## src/rzs_pkg.sv

```systemverilog
`timescale 1ns / 1ps
`default_nettype none
package rzs_pkg;

  localparam int MAX_ZONES   = 8;
  localparam int ZONE_OFFSET = 2;
  localparam int ZONE_W      = 3;
  localparam int ZCNT_W      = 4;
  localparam int LIMIT_W     = 16;
  localparam int COL_W       = 16;
  localparam int CELL_W      = 8;
  localparam int DIST_W      = 24;
  localparam int CFG_IDX_W   = 3;
  localparam int CFG_DATA_W  = 64;
  localparam int IN_DATA_W   = 40;
  localparam int OUT_DATA_W  = 32;

  localparam logic [DIST_W-1:0] DIST_SAT    = {DIST_W{1'b1}};
  localparam logic [CELL_W-1:0] SOURCE_MARK = CELL_W'(1);

  localparam logic [CFG_IDX_W-1:0] REG_ZONE_COUNT  = CFG_IDX_W'(0);
  localparam logic [CFG_IDX_W-1:0] REG_LIMITS_LOW  = CFG_IDX_W'(1);
  localparam logic [CFG_IDX_W-1:0] REG_LIMITS_HIGH = CFG_IDX_W'(2);
  localparam logic [CFG_IDX_W-1:0] REG_SQUARED     = CFG_IDX_W'(3);
  localparam logic [CFG_IDX_W-1:0] REG_COLUMNS     = CFG_IDX_W'(4);
  localparam logic [CFG_IDX_W-1:0] REG_WRAP        = CFG_IDX_W'(5);

  localparam logic FUNC_START = 1'b0;
  localparam logic FUNC_CELL  = 1'b1;

  typedef enum logic [1:0] {
    STOP_RUN    = 2'd0,
    STOP_EDGE   = 2'd1,
    STOP_SOURCE = 2'd2,
    STOP_FAR    = 2'd3
  } stop_t;

  typedef struct packed {
    logic [ZCNT_W-1:0]                   zone_count;
    logic [MAX_ZONES-1:0][LIMIT_W-1:0]   limits;
    logic                                squared_mode;
    logic [COL_W-1:0]                    column_count;
    logic [COL_W-1:0]                    wrap_columns;
  } cfg_t;

  typedef struct packed {
    logic              func;
    logic [COL_W-1:0]  start_column;
    logic [ZONE_W-1:0] start_zone;
    logic [CELL_W-1:0] source_cell;
    logic [CELL_W-1:0] target_cell;
  } item_t;

  typedef struct packed {
    logic [CELL_W-1:0] new_cell;
    logic              cell_written;
    logic [COL_W-1:0]  next_column;
    stop_t             stop_reason;
  } result_t;

  function automatic logic [DIST_W-1:0] sat_add(input logic [DIST_W-1:0] a,
                                                input logic [DIST_W-1:0] b);
    logic [DIST_W:0] s;
    s = {1'b0, a} + {1'b0, b};
    return s[DIST_W] ? DIST_SAT : s[DIST_W-1:0];
  endfunction

endpackage
`default_nettype wire

```

## src/raster_zone_scan_right.sv

```systemverilog
// Rightward distance-zone scan over one raster row.
// Input stream s_*: tuser carries func (0 start item, 1 cell item); tdata
// carries start_column, start_zone, source_cell and target_cell. A start item
// opens a scan; each cell item brings the next column of the source row and
// the zone code of the same column in the target row.
// Output stream m_*: one result per accepted item, in order: updated zone
// code, write flag, next column to feed and the stop reason.
// Configuration: cfg_wr_en/cfg_index/cfg_wdata write one register per cycle,
// only while no item is in flight (user rule; the block does not enforce it).
// Each item passes the input register and then the output register before
// its result is presented on m_tvalid.
// Throughput: one item per cycle while m_tready is high; the scan state
// updates once per item in a step stage between input and output registers.
// Reset (rst, synchronous): clears both stages, closes any scan and restores
// the default registers.
// Stall: while m_tready is low the result holds; the input register still
// takes one more item, then s_tready drops until the output drains.
`timescale 1ns / 1ps
`default_nettype none
module raster_zone_scan_right (
  input  wire logic                           clk,
  input  wire logic                           rst,
  input  wire logic                           s_tvalid,
  output      logic                           s_tready,
  // start_column[15:0], start_zone[18:16], source_cell[26:19],
  // target_cell[34:27], zero pad[39:35]
  input  wire logic [rzs_pkg::IN_DATA_W-1:0]  s_tdata,
  // func[0]
  input  wire logic                           s_tuser,
  output      logic                           m_tvalid,
  input  wire logic                           m_tready,
  // new_cell[7:0], cell_written[8], next_column[24:9], stop_reason[26:25],
  // zero pad[31:27]
  output      logic [rzs_pkg::OUT_DATA_W-1:0] m_tdata,
  input  wire logic                           cfg_wr_en,
  input  wire logic [rzs_pkg::CFG_IDX_W-1:0]  cfg_index,
  input  wire logic [rzs_pkg::CFG_DATA_W-1:0] cfg_wdata
);

  rzs_pkg::cfg_t    cfg;
  rzs_pkg::item_t   in_item;
  rzs_pkg::result_t step_res;
  rzs_pkg::result_t out_res;
  logic             in_valid;
  logic             step_fire;

  rzs_cfg u_cfg (
    .clk       (clk),
    .rst       (rst),
    .cfg_wr_en (cfg_wr_en),
    .cfg_index (cfg_index),
    .cfg_wdata (cfg_wdata),
    .cfg       (cfg)
  );

  assign step_fire = in_valid && (!m_tvalid || m_tready);
  assign s_tready  = !in_valid || step_fire;

  always_ff @(posedge clk) begin
    if (rst) begin
      in_valid <= 1'b0;
    end else if (s_tready) begin
      in_valid <= s_tvalid;
    end
  end

  always_ff @(posedge clk) begin
    if (s_tready && s_tvalid) begin
      in_item.func         <= s_tuser;
      in_item.start_column <= s_tdata[15:0];
      in_item.start_zone   <= s_tdata[18:16];
      in_item.source_cell  <= s_tdata[26:19];
      in_item.target_cell  <= s_tdata[34:27];
    end
  end

  rzs_step u_step (
    .clk  (clk),
    .rst  (rst),
    .cfg  (cfg),
    .fire (step_fire),
    .item (in_item),
    .res  (step_res)
  );

  always_ff @(posedge clk) begin
    if (rst) begin
      m_tvalid <= 1'b0;
    end else if (!m_tvalid || m_tready) begin
      m_tvalid <= in_valid;
    end
  end

  always_ff @(posedge clk) begin
    if (step_fire) begin
      out_res <= step_res;
    end
  end

  assign m_tdata = {5'b0, out_res.stop_reason, out_res.next_column,
                    out_res.cell_written, out_res.new_cell};

  a_reset_clears: assert property (@(posedge clk) rst |=> !m_tvalid && !in_valid)
    else $error("stages not cleared by reset");

  a_full_blocks: assert property (@(posedge clk) disable iff (rst)
    !s_tready |-> in_valid && m_tvalid && !m_tready)
    else $error("input stalled without a full pipeline");

  a_write_code: assert property (@(posedge clk) disable iff (rst)
    m_tvalid && out_res.cell_written |->
      out_res.new_cell >= 8'(rzs_pkg::ZONE_OFFSET) &&
      out_res.new_cell < 8'(rzs_pkg::ZONE_OFFSET + rzs_pkg::MAX_ZONES))
    else $error("written zone code out of range");

  a_write_running: assert property (@(posedge clk) disable iff (rst)
    m_tvalid && out_res.cell_written |->
      out_res.stop_reason == rzs_pkg::STOP_RUN ||
      out_res.stop_reason == rzs_pkg::STOP_EDGE)
    else $error("cell written on a source or far stop");

endmodule
`default_nettype wire

```

## src/rzs_cfg.sv

```systemverilog
`timescale 1ns / 1ps
`default_nettype none
module rzs_cfg (
  input  wire logic                             clk,
  input  wire logic                             rst,
  input  wire logic                             cfg_wr_en,
  input  wire logic [rzs_pkg::CFG_IDX_W-1:0]    cfg_index,
  input  wire logic [rzs_pkg::CFG_DATA_W-1:0]   cfg_wdata,
  output rzs_pkg::cfg_t                         cfg
);

  logic [rzs_pkg::ZCNT_W-1:0]     zone_count;
  logic [rzs_pkg::CFG_DATA_W-1:0] limits_low;
  logic [rzs_pkg::CFG_DATA_W-1:0] limits_high;
  logic                           squared_mode;
  logic [rzs_pkg::COL_W-1:0]      column_count;
  logic [rzs_pkg::COL_W-1:0]      wrap_columns;

  always_ff @(posedge clk) begin
    if (rst) begin
      zone_count   <= rzs_pkg::ZCNT_W'(1);
      limits_low   <= '0;
      limits_high  <= '0;
      squared_mode <= 1'b1;
      column_count <= rzs_pkg::COL_W'(1024);
      wrap_columns <= '0;
    end else if (cfg_wr_en) begin
      case (cfg_index)
        rzs_pkg::REG_ZONE_COUNT:  zone_count   <= cfg_wdata[rzs_pkg::ZCNT_W-1:0];
        rzs_pkg::REG_LIMITS_LOW:  limits_low   <= cfg_wdata;
        rzs_pkg::REG_LIMITS_HIGH: limits_high  <= cfg_wdata;
        rzs_pkg::REG_SQUARED:     squared_mode <= cfg_wdata[0];
        rzs_pkg::REG_COLUMNS:     column_count <= cfg_wdata[rzs_pkg::COL_W-1:0];
        rzs_pkg::REG_WRAP:        wrap_columns <= cfg_wdata[rzs_pkg::COL_W-1:0];
        default: ;
      endcase
    end
  end

  always_comb begin
    cfg.zone_count   = zone_count;
    cfg.limits       = {limits_high, limits_low};
    cfg.squared_mode = squared_mode;
    cfg.column_count = column_count;
    cfg.wrap_columns = wrap_columns;
  end

endmodule
`default_nettype wire

```

## src/rzs_step.sv

```systemverilog
`timescale 1ns / 1ps
`default_nettype none
module rzs_step (
  input  wire logic     clk,
  input  wire logic     rst,
  input  rzs_pkg::cfg_t  cfg,
  input  wire logic     fire,
  input  rzs_pkg::item_t item,
  output rzs_pkg::result_t res
);

  logic                        scanning,   scanning_next;
  logic [rzs_pkg::COL_W-1:0]   column,     column_next;
  logic [rzs_pkg::DIST_W-1:0]  dist_meas,  dist_meas_next;
  logic [rzs_pkg::DIST_W-1:0]  sq_step,    sq_step_next;
  logic [rzs_pkg::ZONE_W-1:0]  zone_floor, zone_floor_next;

  logic [rzs_pkg::ZCNT_W-1:0]  nz;
  logic [rzs_pkg::ZONE_W-1:0]  far_idx;
  logic [rzs_pkg::DIST_W-1:0]  dist_inc;
  logic [rzs_pkg::ZCNT_W-1:0]  cur;
  logic [rzs_pkg::CELL_W-1:0]  t_off;
  logic [rzs_pkg::MAX_ZONES-1:0] hit;
  logic [rzs_pkg::ZONE_W-1:0]  pick;
  logic [rzs_pkg::COL_W-1:0]   adv_col;
  logic [rzs_pkg::DIST_W-1:0]  adv_dist;
  logic                        at_edge;
  logic                        no_wrap;
  logic [rzs_pkg::DIST_W-1:0]  wrap_add;

  always_comb begin
    if (cfg.zone_count == '0) begin
      nz = rzs_pkg::ZCNT_W'(1);
    end else if (cfg.zone_count > rzs_pkg::ZCNT_W'(rzs_pkg::MAX_ZONES)) begin
      nz = rzs_pkg::ZCNT_W'(rzs_pkg::MAX_ZONES);
    end else begin
      nz = cfg.zone_count;
    end
    far_idx = rzs_pkg::ZONE_W'(nz - rzs_pkg::ZCNT_W'(1));

    dist_inc = (sq_step != '0) ? rzs_pkg::sat_add(dist_meas, sq_step)
                               : rzs_pkg::sat_add(dist_meas, rzs_pkg::DIST_W'(1));

    t_off = item.target_cell - rzs_pkg::CELL_W'(rzs_pkg::ZONE_OFFSET);
    if (item.target_cell == '0) begin
      cur = nz;
    end else if (item.target_cell < rzs_pkg::CELL_W'(rzs_pkg::ZONE_OFFSET)) begin
      cur = '0;
    end else if (t_off > rzs_pkg::CELL_W'(nz)) begin
      cur = nz;
    end else begin
      cur = t_off[rzs_pkg::ZCNT_W-1:0];
    end

    for (int i = 0; i < rzs_pkg::MAX_ZONES; i++) begin
      hit[i] = (rzs_pkg::ZONE_W'(i) >= zone_floor) && (rzs_pkg::ZCNT_W'(i) < cur) &&
               ({{(rzs_pkg::DIST_W-rzs_pkg::LIMIT_W){1'b0}}, cfg.limits[i]} >= dist_inc);
    end
    pick = '0;
    for (int i = rzs_pkg::MAX_ZONES - 1; i >= 0; i--) begin
      if (hit[i]) pick = rzs_pkg::ZONE_W'(i);
    end

    if (item.func == rzs_pkg::FUNC_START) begin
      adv_col  = item.start_column;
      adv_dist = '0;
    end else begin
      adv_col  = column;
      adv_dist = dist_inc;
    end
    at_edge  = ({1'b0, adv_col} + (rzs_pkg::COL_W+1)'(1)) >= {1'b0, cfg.column_count};
    no_wrap  = (cfg.wrap_columns == '0);
    wrap_add = rzs_pkg::sat_add(adv_dist,
                 rzs_pkg::DIST_W'(cfg.wrap_columns - rzs_pkg::COL_W'(1)));

    scanning_next   = scanning;
    column_next     = column;
    dist_meas_next  = dist_meas;
    sq_step_next    = sq_step;
    zone_floor_next = zone_floor;
    res.new_cell     = item.target_cell;
    res.cell_written = 1'b0;
    res.stop_reason  = rzs_pkg::STOP_RUN;

    if (item.func == rzs_pkg::FUNC_START || scanning) begin
      if (item.func == rzs_pkg::FUNC_START) begin
        zone_floor_next = item.start_zone;
        sq_step_next    = cfg.squared_mode ? rzs_pkg::DIST_W'(1) : '0;
        scanning_next   = 1'b1;
        res.new_cell    = '0;
      end
      if (item.func == rzs_pkg::FUNC_CELL && item.source_cell == rzs_pkg::SOURCE_MARK) begin
        scanning_next   = 1'b0;
        res.stop_reason = rzs_pkg::STOP_SOURCE;
      end else if (item.func == rzs_pkg::FUNC_CELL &&
                   dist_inc > {{(rzs_pkg::DIST_W-rzs_pkg::LIMIT_W){1'b0}},
                               cfg.limits[far_idx]}) begin
        dist_meas_next  = dist_inc;
        sq_step_next    = (sq_step != '0) ?
                          rzs_pkg::sat_add(sq_step, rzs_pkg::DIST_W'(2)) : sq_step;
        scanning_next   = 1'b0;
        res.stop_reason = rzs_pkg::STOP_FAR;
      end else begin
        if (item.func == rzs_pkg::FUNC_CELL) begin
          sq_step_next = (sq_step != '0) ?
                         rzs_pkg::sat_add(sq_step, rzs_pkg::DIST_W'(2)) : sq_step;
          if (hit != '0) begin
            res.new_cell     = rzs_pkg::CELL_W'(pick) +
                               rzs_pkg::CELL_W'(rzs_pkg::ZONE_OFFSET);
            res.cell_written = 1'b1;
            zone_floor_next  = pick;
          end
        end
        if (at_edge && no_wrap) begin
          scanning_next   = 1'b0;
          column_next     = cfg.column_count;
          dist_meas_next  = adv_dist;
          res.stop_reason = rzs_pkg::STOP_EDGE;
        end else if (at_edge) begin
          column_next    = '0;
          dist_meas_next = wrap_add;
        end else begin
          column_next    = adv_col + rzs_pkg::COL_W'(1);
          dist_meas_next = adv_dist;
        end
      end
    end
    res.next_column = column_next;
  end

  always_ff @(posedge clk) begin
    if (rst) begin
      scanning   <= 1'b0;
      column     <= '0;
      dist_meas  <= '0;
      sq_step    <= rzs_pkg::DIST_W'(1);
      zone_floor <= '0;
    end else if (fire) begin
      scanning   <= scanning_next;
      column     <= column_next;
      dist_meas  <= dist_meas_next;
      sq_step    <= sq_step_next;
      zone_floor <= zone_floor_next;
    end
  end

endmodule
`default_nettype wire

```

## config.mk

```make
export PLATFORM = sky130hd
export DESIGN_NAME = raster_zone_scan_right
export DESIGN_NICKNAME = d
export VERILOG_FILES = /design/src/rzs_pkg.sv /design/src/raster_zone_scan_right.sv /design/src/rzs_cfg.sv /design/src/rzs_step.sv
export SDC_FILE = /design/constraint.sdc
export NUM_CORES = 1
export LEC_CHECK = 0
export BUFFER_PORTS_ARGS = -buffer_cell sky130_fd_sc_hd__buf_4
export CAP_MARGIN = 0
export CORE_ASPECT_RATIO = 0.8
export CORE_MARGIN = 1
export CORE_UTILIZATION = 50
export CTS_CLUSTER_SIZE = 14
export DETAILED_ROUTE_END_ITERATION = 16
export PLACE_DENSITY = 0.68
export SYNTH_ARGS = -nofsm -noshare
export SYNTH_HDL_FRONTEND = slang
export SYNTH_SLANG_ARGS = --single-unit
```

## constraint.sdc

```tcl
create_clock -name clk -period 8.1 [get_ports clk]
set_input_delay 0.405 -clock clk [delete_from_list [all_inputs] [get_ports clk]]
set_output_delay 0.405 -clock clk [all_outputs]
set_load 0.1 [all_outputs]
```

==> impl_metrics.py, run 1 <==
metrics = {
    "critical_path": {
        "required_ns": 8.51,
        "critPathLaunchType": "flip-flop",
        "end_kind": "flip-flop",
        "crit_type": "flip-flop to flip-flop",
        "critPathArrivalTime_ns": 7.41,
        "cp_max_fo": 11,
    },
    "cells_and_area": {
        "diodes": 0,
        "drive_gt1_frac": 0.119,
        "areaGrowthSynthToFinish_pct": 12.3,
        "fin_nets": 2907,
        "design_area_sq_um": 23300,
    },
    "sta": {
        "setup_ws_ns": 1.10,
        "finClkSkew_ns": 0.0281,
        "period_needed_ns": 7.00,
        "tightestPinTransition_ns": 1.17,
        "setup-tns-final_ns": 0,
        "max_slew_margin": 0.220,
        "hold_ws_ns": 0.0299,
        "slew_viol_final": 0,
        "rsz0062_at_grt": "false",
        "period_share": 0.864,
        "hold_violations": 0,
        "setup_viol": 0,
        "fmax_mhz": 143,
    },
    "clock_tree": {
        "cts.sinks": 298,
        "post_cts_resized": 0,
        "clk_path_buf_depth": 3,
        "cts_setup_buffers": 0,
        "cts_tree": "done",
        "clock_latency_ns": 0.55,
        "cts_inserted_buffers": 34,
        "cts_max_level": 2,
        "ctsHoldBuffers": 0,
        "root_buffer": "clkbuf_16",
        "path_clk_slew_ns": 0.07,
    },
    "global_routing": {
        "track_usage": 0.317,
        "grt_pass1_vias": 18233,
        "grt_start_max_net_pins": 92,
        "antenna_found_initial": 0,
        "grt_first_pass_wirelength_mm": 105,
        "grt-ovfl-total": 0,
    },
    "die": {
        "die_h_um": 184,
        "core_area_sq_um": 40800,
        "dieArea_sq_um": 42300,
        "num_rows": 66,
        "io_pins": 147,
        "fp.dieW_um": 230,
        "start_util": 0.509,
    },
    "status": {
        "status": "finished clean",
    },
    "logic_synthesis": {
        "async_flop_share": 0,
        "syn_inst": 2517,
        "synth_ff_type": "dfxtp_1",
        "synth_area_sq_um": 20800,
        "ys_types": 96,
        "ys_warn_count": 0,
        "synth-edff-count": 63,
        "yosysSeqAreaShare": 0.318,
        "ys_ff_latch": 298,
        "syn_area_per_cell_sq_um": 8.25,
    },
    "power": {
        "powerDensity_nw_per_um2": 180,
        "irDropWorstVdd_mv": 0.186,
        "power.total_w": 0.00419,
        "p_leak_nw": 9.41,
    },
    "detailed_routing": {
        "ant_nets": 0,
        "wl_met1_mm": 32.6,
        "wl_met3_mm": 6.16,
        "dr_wl_met2_mm": 27.8,
        "highest_layer": "met4",
        "via_per_inst": 6.22,
        "wire_per_inst_um": 21.4,
        "drt-pass1-iter-count": 6,
        "dr_total_vias": 19670,
        "drt_first_iter_violations": 2377,
        "wl_mm": 67.8,
        "drcViolationCount": 0,
    },
    "placement": {
        "place_area_sq_um": 22200,
        "gp_congestion": 0.986,
        "pre_cts_slack_ns": 1.28,
        "io_buffers": 136,
        "dpl.hpwl_mm": 50.7,
    },
    "min_path": {
        "min_path_type": "primary input to flip-flop",
    },
    "job": {
        "cap_violations": 0,
    },
}
-- power breakdown --
group | leakage [nW] | switching [W] | internal, W | total (W)
clock | 0.540 | 0.000687 | 0.000907 | 0.00159
sequential | 2.52 | 0.0000564 | 0.00157 | 0.00162
combinational | 6.36 | 0.000613 | 0.000354 | 0.000967
-- cells in the final DEF, fill, tap and decap left out, types with 36 or more instances in the layout --
cell type / count
a21o_1: 52
a21oi_1: 287
buf_4: 160
clkbuf_16: 36
dfxtp_1: 235
edfxtp_1: 63
ha_1: 200
inv_1: 76
mux2i_1: 41
nand2_1: 443
nand3_1: 86
nor2_1: 175
o21ai_0: 108
xnor2_1: 41
xor2_1: 49
-- path summary, 6_finish.rpt --
kind / endpoint / startpoint / cells past startpoint / slack [ns]
setup / recovery: m_tdata[0] / u_step.dist_meas[0] / 21 / 1.10
hold / removal: in_item[34] / s_tdata[15] / 1 / 0.03
setup reg to reg: m_tdata[0] / u_step.dist_meas[0] / 21 / 1.10
hold reg to reg: u_cfg.limits_high[16] / u_cfg.limits_high[16] / 2 / 0.48
-- cells in the mapped netlist (all sizes together), types with 18 or more instances --
cell type	n	area, sq um
nand2	445	1670
a21oi	291	1480
dfxtp	235	4700
ha	200	2500
nor2	177	674
o21ai	110	551
clkbuf	102	383
nand3	86	430
inv	76	285
edfxtp	63	1890
a21o	52	390
xor2	49	429
xnor2	42	375
mux2i	41	410
nor3	35	175
nand2b	33	206
mux4	32	721
a31oi	31	200
and3	29	181
a211oi	25	218
buf	24	151
nor2b	21	131
and2	20	125
nand4	20	131
nor4	20	131
a22oi	19	148
a311oi	18	164
-- cell families after synthesis --
| logic type | after synthesis | share of synthesized area |
|---|---|---|
| AOI/OAI and AO/OA | 687 | 0.210 |
| xor gates and xnor gates | 91 | 0.0388 |
| adders and majority gates | 203 | 0.123 |
| buffers and inverters | 202 | 0.0395 |
| DFF | 298 | 0.318 |
| muxes | 87 | 0.0621 |
| other | 1 | 0.000181 |
| and+or+nand+nor | 948 | 0.209 |
-- metal layers --
layer  GRT usage  vias up
met2       0.465      834
met5           0        -
met1       0.479     9471
met4      0.0662        0
li1            -     9278
met3      0.0557       87
-- metrics by stage --
| stage | instances | utilization |
|---|---|---|
| floorplan | 2521 | - |
| global placement | 3100 | 0.544 |
| detailed placement | 3100 | 0.544 |
| CTS | 3161 | 0.571 |
| global route | 3161 | 0.571 |
| finish | 3161 | 0.571 |
-- sequential cells by signal (all words and copies together), names as in the netlist --
name                count
in_item                36
in_valid                1
m_tdata                27
m_tvalid                1
u_cfg.column_count     16
u_cfg.limits_high      64
u_cfg.limits_low       64
u_cfg.squared_mode      1
u_cfg.wrap_columns     16
u_cfg.zone_count        4
u_step.column          16
u_step.dist_meas       24
u_step.scanning         1
u_step.sq_step         24
u_step.zone_floor       3
-- final cells by class --
type | count | area, sq um
Fill cell | 3734 | 17500
Multi-Input combinational cell | 2021 | 13400
Clock inverter | 15 | 161
Clock buffer | 46 | 958
Sequential cell | 298 | 6600
Timing Repair Buffer | 161 | 1210
Tap cell | 544 | 681
Inverter | 76 | 285
-- worst max-delay path: stages (launching register included) --
cell and delay (ns):
dfxtp_1 0.37, ha_1 0.24, fa_1 0.44, a211oi_1 0.32, o211ai_1 0.22, and3_1 0.24, o31ai_4 0.43, nand2_1 0.44
o22a_1 0.37, inv_1 0.35, ha_1 0.32, a21o_1 0.24, a311oi_1 0.29, nor2_1 0.08, a211oi_1 0.23, o22ai_1 0.13
a221oi_1 0.78, a2bb2oi_1 0.37, o211ai_1 0.25, o21bai_2 0.31, o41a_1 0.28, a22o_1 0.18
Note: power is estimated with default switching activity, not from simulation.
==> run 2: changes to the inputs <==
--- a/config.mk
+++ b/config.mk
@@ -9,8 +9,10 @@
 export CAP_MARGIN = 0
+export CELL_PAD_IN_SITES_DETAIL_PLACEMENT = 0
+export CELL_PAD_IN_SITES_GLOBAL_PLACEMENT = 1
 export CORE_ASPECT_RATIO = 0.8
 export CORE_MARGIN = 1
-export CORE_UTILIZATION = 50
+export CORE_UTILIZATION = 47
 export CTS_CLUSTER_SIZE = 14
 export DETAILED_ROUTE_END_ITERATION = 16
-export PLACE_DENSITY = 0.68
+export PLACE_DENSITY_LB_ADDON = 0.1
 export SYNTH_ARGS = -nofsm -noshare
--- a/constraint.sdc
+++ b/constraint.sdc
@@ -3,2 +3,2 @@
 set_output_delay 0.405 -clock clk [all_outputs]
-set_load 0.1 [all_outputs]
+set_load 0.02 [all_outputs]
==> impl_metrics.py, run 2 (synthesized netlist as in run 1, its figures left out) <==
metrics = {
    "critical_path": {
        "cp_max_fo": 28,
        "critPathLaunchType": "flip-flop",
        "critPathMaxStageDelay_ns": 0.46,
        "crit_chain": "ha_1 -> fa_1 -> a211oi_1 -> o211ai_1 -> and3_1 -> o31ai_4 -> nand2_1 -> o22a_1 -> inv_1 -> nor2_1 -> fa_1 -> a21o_1 -> a21oi_1 -> o21a_1 -> o31ai_1 -> o41a_1 -> a221o_1 -> a21oi_1 -> o211ai_1 -> buf_4 -> or3_1 -> a32o_1",
        "critPathArrivalTime_ns": 7.40,
        "cp.buffers_inverters": 2,
        "end_kind": "flip-flop",
        "required_ns": 8.54,
        "crit_family": "compound AO/OA/AOI/OAI gates",
        "crit_type": "flip-flop to flip-flop",
        "cp_slowest_cell": "fa_1",
    },
    "clock_tree": {
        "cts.sinks": 298,
        "clk_path_buf_depth": 3,
        "cts_setup_buffers": 0,
        "clock_latency_ns": 0.57,
        "cts_inserted_buffers": 35,
        "ctsHoldBuffers": 25,
        "root_buffer": "clkbuf_16",
        "post_cts_resized": 0,
        "cts_max_level": 2,
        "path_clk_slew_ns": 0.06,
        "cts_tree": "done",
    },
    "die": {
        "num_rows": 68,
        "fp.dieW_um": 237,
        "core_area_sq_um": 43400,
        "start_util": 0.478,
        "io_pins": 147,
        "dieArea_sq_um": 45000,
        "die_h_um": 190,
    },
    "detailed_routing": {
        "wl_mm": 70.4,
        "wire_per_inst_um": 22.0,
        "drt_first_iter_violations": 1879,
        "dr_total_vias": 19444,
        "drt-pass1-iter-count": 6,
        "via_per_inst": 6.07,
        "drcViolationCount": 0,
        "ant_nets": 0,
    },
    "sta": {
        "setup_ws_ns": 1.14,
        "period_needed_ns": 6.96,
        "setup-tns-final_ns": 0,
        "period_share": 0.860,
        "rsz0062_at_grt": "false",
        "finClkSkew_ns": 0.0300,
        "setup_viol": 0,
        "slew_viol_final": 0,
        "tightestPinTransition_ns": 1.14,
        "fmax_mhz": 144,
        "max_slew_margin": 0.236,
        "hold_violations": 0,
    },
    "global_routing": {
        "grt_start_max_net_pins": 82,
        "grt_first_pass_wirelength_mm": 107,
        "antenna_found_initial": 1,
        "grt_pass1_vias": 17856,
        "grtUsageMet2": 0.438,
        "grt_use_met3": 0.0611,
        "grt_use_met1": 0.481,
        "grt-ovfl-total": 0,
        "track_usage": 0.310,
        "busiest_layer": "met1",
    },
    "cells_and_area": {
        "fillCellCount": 4032,
        "design_area_sq_um": 23700,
        "diodes": 0,
        "fin_nets": 2933,
        "mostFrequentLayoutCell": "nand2_1",
        "multi_input_area_sq_um": 13400,
        "drive_gt1_frac": 0.119,
        "final-seq-area_sq_um": 6600,
        "reg_top3": "u_cfg.limits_high x64, u_cfg.limits_low x64, in_item x36",
        "final_core_util": 0.545,
        "final_cell_mix": "nand2_1 (443), a21oi_1 (287), dfxtp_1 (235)",
        "areaGrowthSynthToFinish_pct": 14.0,
    },
    "min_path": {
        "min_path_type": "primary input to flip-flop",
    },
    "job": {
        "cap_violations": 0,
    },
    "power": {
        "p_leak_nw": 9.56,
        "powerDensity_nw_per_um2": 179,
        "irDropWorstVdd_mv": 0.159,
        "power.total_w": 0.00424,
    },
    "placement": {
        "dpl.hpwl_mm": 52.0,
        "place_area_sq_um": 22200,
        "io_buffers": 136,
        "pre_cts_slack_ns": 1.28,
        "gp_congestion": 0.936,
    },
    "status": {
        "status": "finished clean",
    },
}
-- run 2: cell types whose count changed in the layout (fill, tap and decap cells not counted), sizes merged --
cell,change
clkbuf,+1
bufinv,+2
clkinvlp,-2
dlygate4sd3,+25
-- run 2: path summary, 6_finish.rpt --
kind	to	cells past startpoint	from	slack [ns]
max reg2reg	u_step.dist_meas[5]	22	u_step.sq_step[0]	1.14
min	in_item[5]	1	s_tdata[32]	0.02
min reg2reg	u_cfg.column_count[12]	2	u_cfg.column_count[12]	0.47
max	u_step.dist_meas[5]	22	u_step.sq_step[0]	1.14
-- run 2: metal layers --
| layer | vias to the layer above | routed length (um) |
|---|---|---|
| met2 | 729 | 28400 |
| met3 | 68 | 6310 |
| met4 | 0 | 967 |
| li1 | 9354 | - |
| met5 | - | 0 |
| met1 | 9293 | 34700 |
-- run 2: through the flow --
stage               hold WS, ns  instances
global placement          0.452       3116
floorplan                 0.436       2521
detailed placement        0.461       3116
CTS                    0.000508       3203
finish                   0.0229       3203
global route            0.00604       3203
-- run 2: power breakdown --
part,internal (W),total [W],switching (W)
Sequential,0.00157,0.00162,0.0000554
Combinational,0.000361,0.000926,0.000565
Clock,0.00100,0.00169,0.000688
-- run 2: final cells by class --
type                       count  share of cell area
multi-input combinational   2021               0.567
clock inverter                15             0.00836
timing repair buffer         186              0.0618
clock buffer                  47              0.0424
sequential                   298               0.279
inverter                      76              0.0121
tap                          560              0.0296
-- run 2: worst register-to-register path, delay by kind of cell (launching register included) --
kind,cells,cell delay [ns]
adders and majority gates,3,1.18
AOI/OAI and AO/OA,13,3.52
and+or+nand+nor,4,1.18
buffers and inverters,2,0.61
DFF,1,0.35
==> run 3: changes to the inputs <==
- CAP_MARGIN: 0 -> default
- MAX_ROUTING_LAYER: default -> met4
- PLACE_DENSITY: default -> 0.78
- PLACE_DENSITY_LB_ADDON: 0.1 -> default
==> impl_metrics.py, run 3 (synthesized netlist as in run 1, its figures left out) <==
metrics = {
    "clock_tree": {
        "path_clk_slew_ns": 0.06,
        "cts.sinks": 298,
        "clk_path_buf_depth": 3,
        "root_buffer": "clkbuf_16",
        "post_cts_resized": 0,
        "cts_tree": "done",
        "cts_max_level": 2,
        "cts_inserted_buffers": 36,
        "clock_latency_ns": 0.58,
    },
    "global_routing": {
        "grt_pass1_vias": 18434,
        "track_usage": 0.330,
        "grt_start_max_net_pins": 99,
        "grt-ovfl-total": 0,
        "antenna_found_initial": 1,
        "grt_first_pass_wirelength_mm": 110,
    },
    "power": {
        "p_leak_nw": 9.59,
        "pwr-share-clk": 0.388,
        "power.total_w": 0.00419,
        "p_switching_w": 0.00133,
        "pwr-share-seq": 0.388,
        "switching_share": 0.318,
        "powerDensity_nw_per_um2": 177,
        "irDropWorstVdd_mv": 0.169,
        "intPower_w": 0.00286,
        "p_comb_frac": 0.224,
    },
    "die": {
        "core_area_sq_um": 43400,
        "dieArea_sq_um": 45000,
        "die_h_um": 190,
        "fp.dieW_um": 237,
        "num_rows": 68,
        "io_pins": 147,
        "start_util": 0.478,
    },
    "min_path": {
        "hold_end": "in_item[2]",
        "hold_depth": 1,
        "min_path_type": "primary input to flip-flop",
        "hp-start": "s_tdata[29]",
    },
    "cells_and_area": {
        "final_cell_mix": "nand2_1 (443), a21oi_1 (287), dfxtp_1 (235)",
        "drive_gt1_frac": 0.120,
        "reg_top3": "u_cfg.limits_high x64, u_cfg.limits_low x64, in_item x36",
        "areaGrowthSynthToFinish_pct": 14.2,
        "mostFrequentLayoutCell": "nand2_1",
        "fillCellCount": 4072,
        "fin_nets": 2943,
    },
    "detailed_routing": {
        "wire_per_inst_um": 22.5,
        "via_per_inst": 6.06,
        "drcViolationCount": 0,
        "drt-pass1-iter-count": 5,
        "drt_first_iter_violations": 1737,
        "ant_nets": 0,
        "wl_mm": 72.4,
        "dr_total_vias": 19480,
    },
    "placement": {
        "dpl.hpwl_mm": 53.9,
        "gp_congestion": 0.945,
        "pre_cts_slack_ns": 1.40,
        "io_buffers": 136,
    },
    "critical_path": {
        "cp_max_fo": 24,
        "critPathLaunchType": "flip-flop",
        "crit_type": "flip-flop to flip-flop",
        "end_kind": "flip-flop",
        "required_ns": 8.55,
        "critPathArrivalTime_ns": 7.24,
        "rr_endpoint": "u_step.dist_meas[5]",
        "rr_worst_depth": 22,
        "r2r_slack_ns": 1.31,
        "r2r-start": "u_step.dist_meas[0]",
    },
    "sta": {
        "max_slew_margin": 0.244,
        "slew_viol_final": 0,
        "hold_ws_ns": 0.0198,
        "setup-tns-final_ns": 0,
        "period_share": 0.839,
        "finClkSkew_ns": 0.0294,
        "hold_violations": 0,
        "fmax_mhz": 147,
        "rsz0062_at_grt": "false",
        "tightestPinTransition_ns": 1.13,
        "period_needed_ns": 6.79,
        "setup_ws_ns": 1.31,
        "setup_viol": 0,
    },
    "status": {
        "status": "finished clean",
    },
    "job": {
        "cap_violations": 0,
    },
}
-- run 3: worst max-delay path by stage --
stage / from / end / slack, ns / depth (start not counted)
floorplan: u_step.dist_meas[0] / u_step.dist_meas[4] / 2.37 / 25
global placement: u_step.dist_meas[0] / u_step.dist_meas[5] / 1.54 / 22
detailed placement: u_step.dist_meas[0] / u_step.dist_meas[5] / 1.40 / 22
CTS: u_step.dist_meas[0] / u_step.dist_meas[5] / 1.34 / 22
global route: u_step.dist_meas[0] / m_tdata[0] / 0.81 / 24
finish: u_step.dist_meas[0] / u_step.dist_meas[5] / 1.31 / 22
-- run 3: timing repair --
item	4_1_cts	5_1_grt
endpoints found under the hold margin	32	0
hold buffers	32	0
setup buffers	0	0
-- run 3: area by class of cell --
cell class	instances	area (sq um)	share of cell area
Multi-Input combinational cell	2021	13400	0.566
Antenna cell	1	2.50	0.000106
Timing Repair Buffer	195	1550	0.0653
Sequential cell	298	6600	0.278
Inverter	76	285	0.0120
Clock inverter	15	141	0.00596
Clock buffer	50	1020	0.0432
Tap cell	560	701	0.0296
-- run 3: power groups by stage --
stage / registers, W / logic (W) / clock network, W
finish: 0.00163 / 0.000938 / 0.00163
global placement: 0.00165 / 0.000884 / 0
global route: 0.00163 / 0.00103 / 0.00171
CTS: 0.00162 / 0.000921 / 0.00165
floorplan: 0.00164 / 0.000616 / 0
detailed placement: 0.00166 / 0.000903 / 0
-- run 3: through the flow --
step / area [sq um] / utilization / cells
global placement: 22200 / 0.512 / 3118
detailed placement: 22200 / 0.512 / 3118
floorplan: 20800 / - / 2521
CTS: 23700 / 0.546 / 3215
finish: 23700 / 0.546 / 3216
global route: 23700 / 0.546 / 3216
-- run 3: routing by layer --
metal,track usage,vias to the layer above,wire length [um]
li1,-,9362,-
met1,0.467,9327,34100
met2,0.467,707,29800
met3,0.0847,84,7190
met4,0.0739,0,1320
met5,-,-,0
-- run 3: critical path, cell delays in order (launching register included) --
cell and delay, ns:
dfxtp_1 0.36, ha_1 0.24, fa_1 0.45, a211oi_1 0.33, o211ai_1 0.24, and3_1 0.25
o31ai_4 0.51, nand2_1 0.17, o22a_1 0.28, inv_1 0.36, nor2_1 0.17, fa_1 0.45
a21o_1 0.17, a21oi_1 0.26, o21a_1 0.18, o31ai_1 0.13, o41a_1 0.40, a221o_1 0.36
a21oi_1 0.21, o211ai_1 0.22, buf_4 0.27, or3_1 0.37, a32o_1 0.25
